$ cat src/hdl/mfde_pkg.sv
// Shared types and constants of the mono framebuffer draw engine.
package mfde_pkg;

    localparam int MAX_WIDTH_DEF  = 256;
    localparam int MAX_HEIGHT_DEF = 128;
    localparam int CFG_W_BITS     = 9;
    localparam int CFG_H_BITS     = 8;

    typedef enum logic [2:0] {
        OP_FILL  = 3'd0,
        OP_SET   = 3'd1,
        OP_GET   = 3'd2,
        OP_LINE  = 3'd3,
        OP_FRECT = 3'd4,
        OP_IRECT = 3'd5
    } opcode_t;

    typedef enum logic [1:0] {
        REG_WIDTH  = 2'd0,
        REG_HEIGHT = 2'd1
    } reg_index_t;

    typedef enum logic [2:0] {
        K_NOP   = 3'd0,
        K_FILL  = 3'd1,
        K_PIXEL = 3'd2,
        K_GET   = 3'd3,
        K_LINE  = 3'd4,
        K_RECT  = 3'd5
    } kind_t;

    // Decoded request handed from the front to the back.
    typedef struct packed {
        kind_t              kind;
        logic               ink;
        logic               invert;
        logic signed [15:0] xa;
        logic signed [15:0] ya;
        logic signed [15:0] xb;
        logic signed [15:0] yb;
    } cmd_t;

endpackage

$ cat src/hdl/mfde_front.sv
// Front end: accepts requests, clips rectangles, queues decoded commands.
module mfde_front import mfde_pkg::*; #(
    parameter int MAX_WIDTH  = MAX_WIDTH_DEF,
    parameter int MAX_HEIGHT = MAX_HEIGHT_DEF,
    parameter int EW         = $clog2(MAX_WIDTH + 1),
    parameter int HW         = $clog2(MAX_HEIGHT + 1)
) (
    input  logic               clk,
    input  logic               rst_n,
    input  logic               push,
    output logic               full,
    input  logic [2:0]         opcode,
    input  logic signed [15:0] x_start,
    input  logic signed [15:0] y_start,
    input  logic signed [15:0] x_other,
    input  logic signed [15:0] y_other,
    input  logic               ink,
    input  logic [EW-1:0]      eff_w,
    input  logic [HW-1:0]      eff_h,
    input  logic               clearing,
    output logic               cmd_valid,
    output cmd_t               cmd,
    input  logic               cmd_pop
);

    logic signed [17:0] xs, ys, xe, ye, x0, y0, xc, yc, wl, hl;
    logic               rect_empty;
    cmd_t               dec;
    cmd_t               q [2];
    logic               wp_reg, rp_reg;
    logic [1:0]         cnt_reg;
    logic               accept;

    always_comb
    begin
        xs = 18'(x_start);
        ys = 18'(y_start);
        xe = xs + 18'(x_other);
        ye = ys + 18'(y_other);
        wl = signed'(18'(eff_w));
        hl = signed'(18'(eff_h));
        x0 = (xs < 0) ? '0 : xs;
        y0 = (ys < 0) ? '0 : ys;
        xc = (xe > wl) ? wl : xe;
        yc = (ye > hl) ? hl : ye;
        rect_empty = (x_other <= 0) || (y_other <= 0) || (x0 >= xc) || (y0 >= yc);

        dec.kind   = K_NOP;
        dec.ink    = ink;
        dec.invert = 1'b0;
        dec.xa     = x_start;
        dec.ya     = y_start;
        dec.xb     = x_start;
        dec.yb     = y_start;
        case (opcode)
            OP_FILL: dec.kind = K_FILL;
            OP_SET:  dec.kind = K_PIXEL;
            OP_GET:  dec.kind = K_GET;
            OP_LINE:
            begin
                dec.kind = K_LINE;
                dec.xb   = x_other;
                dec.yb   = y_other;
            end
            OP_FRECT, OP_IRECT:
            begin
                dec.kind   = rect_empty ? K_NOP : K_RECT;
                dec.invert = (opcode == OP_IRECT);
                dec.xa     = x0[15:0];
                dec.ya     = y0[15:0];
                dec.xb     = 16'(xc - 18'sd1);
                dec.yb     = 16'(yc - 18'sd1);
            end
            default: dec.kind = K_NOP;
        endcase
    end

    assign full      = (cnt_reg == 2'd2) || clearing;
    assign accept    = push && !full;
    assign cmd_valid = (cnt_reg != 2'd0);
    assign cmd       = q[rp_reg];

    always_ff @(posedge clk or negedge rst_n)
    begin
        if (!rst_n)
        begin
            wp_reg  <= 1'b0;
            rp_reg  <= 1'b0;
            cnt_reg <= 2'd0;
        end
        else
        begin
            if (accept)
            begin
                wp_reg <= ~wp_reg;
            end
            if (cmd_pop && cmd_valid)
            begin
                rp_reg <= ~rp_reg;
            end
            cnt_reg <= cnt_reg + 2'(accept) - 2'(cmd_pop && cmd_valid);
        end
    end

    always_ff @(posedge clk)
    begin
        if (accept)
        begin
            q[wp_reg] <= dec;
        end
    end

endmodule

$ cat config.mk
export PLATFORM = sky130hd
export DESIGN_NAME = mfde_front
export DESIGN_NICKNAME = d
export VERILOG_FILES = /design/src/hdl/mfde_pkg.sv /design/src/hdl/mfde_front.sv
export SDC_FILE = /design/constraint.sdc
export NUM_CORES = 1
export LEC_CHECK = 0
export BUFFER_PORTS_ARGS = -buffer_cell sky130_fd_sc_hd__buf_2
export CAP_MARGIN = 20
export CORE_MARGIN = 4
export CORE_UTILIZATION = 27
export DETAILED_ROUTE_END_ITERATION = 12
export GPL_TIMING_DRIVEN = 0
export PLACE_DENSITY = 0.49
export SETUP_SLACK_MARGIN = 0.2
export SYNTH_ARGS = -nofsm -noshare
export SYNTH_HDL_FRONTEND = slang
export SYNTH_SLANG_ARGS = --single-unit
$ cat constraint.sdc
create_clock -name clk -period 5 [get_ports clk]
set_input_delay 0.5 -clock clk [delete_from_list [all_inputs] [get_ports clk]]
set_output_delay 0.5 -clock clk [all_outputs]
set_load 0.02 [all_outputs]
==> flow_summary_export.csv <==
group,metric,value,unit
global_route,grt-ovfl-total,0,
critical_path,worst_path_most_repeated_cell,"o21a_1",
clock_tree,htree_levels,4,
hold_path,holdPathEnd,"q[1][65]",
die,fp.dieArea,41200,um2
global_route,grt_max_degree,44,
critical_path,rr_startpoint,"cnt_reg[0]",
clock_tree,clk_pin_slew,60,ps
sta,report.final.slew_viol_count,0,
layout,drive_gt1_share,35.4,%
detailed_routing,wl_per_cell,19.9,um
layout,multiInputGateArea,6320,um2
global_route,track_usage,16.3,%
yosys,yosysTopAreaCell,"edfxtp_1",
global_route,antenna_found_initial,3,
sta,fin_skew,6.45,ps
power,ir_drop,0.222,mV
placement,gp_congestion,0.884,
sta,report.final.hold_viol_count,0,
sta,holdWs,259,ps
critical_path,cp_data_arrival_time,5270,ps
sta,fmax,195,MHz
layout,largest_reg_flops,138,
critical_path,critPathTopFamily,"compound AO/OA/AOI/OAI gates",
power,total_power,4.95,mW
critical_path,path_buf_inv,2,
die,ios,161,
die,die_width,203,um
power,p_per_area,368,nW/um2
critical_path,critPathLaunchType,"input pin",
clock_tree,cts.sinks,142,
sta,setup_viol,4,
layout,layout_commonest_cell,"buf_2",
layout,seqCellArea,4240,um2
die,fp.coreArea,37600,um2
placement,io_buffers,160,
clock_tree,cts_tree,"built",
outcome,violations,"setup timing",
clock_tree,clockBufferDepth,2,
detailed_routing,via_per_inst,4.95,
critical_path,crit_type,"in -> reg",
detailed_routing,wirelength,34300,um
sta,rsz0062_at_grt,"yes",
die,die_h,203,um
clock_tree,clock_latency,430,ps
layout,fillers,3777,
die,start_util,27.3,%
sta,relSlewSlack,39.9,%
yosys,ys.flop_type,"edfxtp_1",
critical_path,cp_slowest_stage_delay,470,ps
detailed_routing,ant_nets,0,
die,num_rows,71,
global_route,first_global_vias,8574,
yosys,synth_edf_count,138,
detailed_routing,vias,8551,
critical_path,required,5130,ps
clock_tree,root_buffer,"clkbuf_16",
clock_tree,numCtsBuffers,17,
yosys,yosysSeqAreaShare,41.3,%
detailed_routing,dr.first_iter.drc_count,565,
sta,fin_ws,-135,ps
yosys,syn_nets,1137,
hold_path,hold_path_class,"in -> reg",
run,maxCapViolations,0,
layout,final_cell_mix,"buf_2, edfxtp_1, mux2_2, ha_1",
hold_path,min_path_cells,1,
critical_path,slowest_stage,"or4bb_4",
detailed_routing,dr.pass1.iters,5,
critical_path,path_max_fanout,4,
global_route,grt_pass1_wl,51500,um
critical_path,end_kind,"register",
critical_path,r2r_end,"q[0][34]",
outcome,status,"finished with violations",
power,p_leak,5.30,nW
yosys,synth_area_leaders,"edfxtp_1, ha_1, mux2_2, xnor2_1, a21oi_1",
critical_path,worstSetupPathDepth,26,
layout,nNetsFinal,1375,
sta,post-route-min-period,5130,ps
sta,fin_crit_sh,103,%
yosys,synthArstFlopShare,2.82,%
yosys,yosysWarningCount,0,
hold_path,min_from,"ink",
yosys,synth_top_cell_area_share,40.4,%
yosys,postSynthCellCount,963,
layout,area_growth_syn_to_layout,30.9,%
critical_path,critPathLaunch,"x_other[0]",
yosys,syn-cell-area,10300,um2
yosys,ys_ff_latch,142,
placement,dpl.hpwl,26800,um
sta,worst_pin_slew,901,ps
yosys,synth_cell_types,73,
critical_path,reg2reg_setup_slack,2900,ps
detailed_routing,drc,0,
critical_path,reg2regPathDepth,5,
yosys,avgSynthCellArea,10.7,um2
## report_power, final
part / internal (mW) / switching (mW) / leakage, nW
Combinational: 0.905 / 1.31 / 3.72
Clock: 0.684 / 0.518 / 0.264
Sequential: 1.50 / 0.0370 / 1.32
## synth_stat cells (4+ instances only)
cell	count
a211oi_1	4
nand2_1	54
nor3_1	20
a211oi_2	4
nand2b_1	16
xor2_1	14
nand4_1	12
buf_2	6
nand4b_1	5
mux2_2	71
nand3b_1	5
o21ai_1	10
nor3b_1	5
nor4_1	11
inv_1	36
or2_2	4
nor2b_1	35
clkbuf_1	30
or3_1	9
a22oi_1	22
a21o_1	22
ha_1	82
a211o_1	10
a21oi_1	50
and2_1	34
dfrtp_1	4
mux2i_1	20
xnor2_1	33
a221o_1	4
o21ai_0	38
edfxtp_1	138
and3_1	12
o21bai_1	5
nand3_1	26
nor2_1	43
o21a_1	9
o31ai_1	6
o211ai_1	7
## through the flow
step                      instances  worst slack, ps  instance area, um2  setup TNS [ps]  utilization, %
final                          1726             -135               13400            -454            35.8
after global placement         1634            -1580               11900         -129030            31.7
after CTS                      1711             -128               13100            -783            35.0
after global routing           1726             -309               13400           -2190            35.8
after floorplan                 963             -343               10500           -1110               -
after detailed placement       1637            -1100               12000          -20110            31.9
## layer usage
layer  wire length [um]  share of wire (%)  GRT usage, %
met1              15900                 46          22.1
met2              16400                 48          26.4
met3               1220                3.5          2.54
met4                877                2.6          6.00
met5                  7              0.020             0
## worst max-delay path by stage
| stage | end |
|---|---|
| after floorplan | q[0][30] |
| after global routing | q[0][30] |
| after global placement | q[0][22] |
| final | q[0][30] |
| after CTS | q[0][30] |
| after detailed placement | q[1][30] |
## logic make-up (layout without fill, tap and decap cells)
kind of cell | count (synthesis) | after routing | share of synthesized area [%]
and+or+nand+nor | 301 | 301 | 16.3
muxes | 92 | 92 | 9.84
other | 0 | 2 | 0
AOI/OAI and AO/OA | 225 | 225 | 15.4
adders and majority gates | 84 | 84 | 10.4
DFF | 142 | 142 | 41.3
xor gates and xnor gates | 47 | 47 | 4.01
buffers and inverters | 72 | 322 | 2.70
## cell type report
class / count / share of cell area, %
Multi-Input combinational cell: 749 / 47.0
Sequential cell: 142 / 31.6
Timing Repair Buffer: 219 / 10.2
Tap cell: 511 / 4.76
Clock buffer: 19 / 3.22
Buffer: 36 / 1.30
Inverter: 36 / 1.01
Clock inverter: 12 / 0.838
Antenna cell: 2 / 0.0372
## repair_timing
action / in CTS / in global routing
hold endpoints to repair: 4 / 0
gates resized for setup: 62 / 44
pin swaps: 53 / 42
endpoints found under the setup margin: 26 / 26
hold buffers: 1 / 0
buffers inserted: 42 / 13
Note: power is estimated with default switching activity, not from simulation.
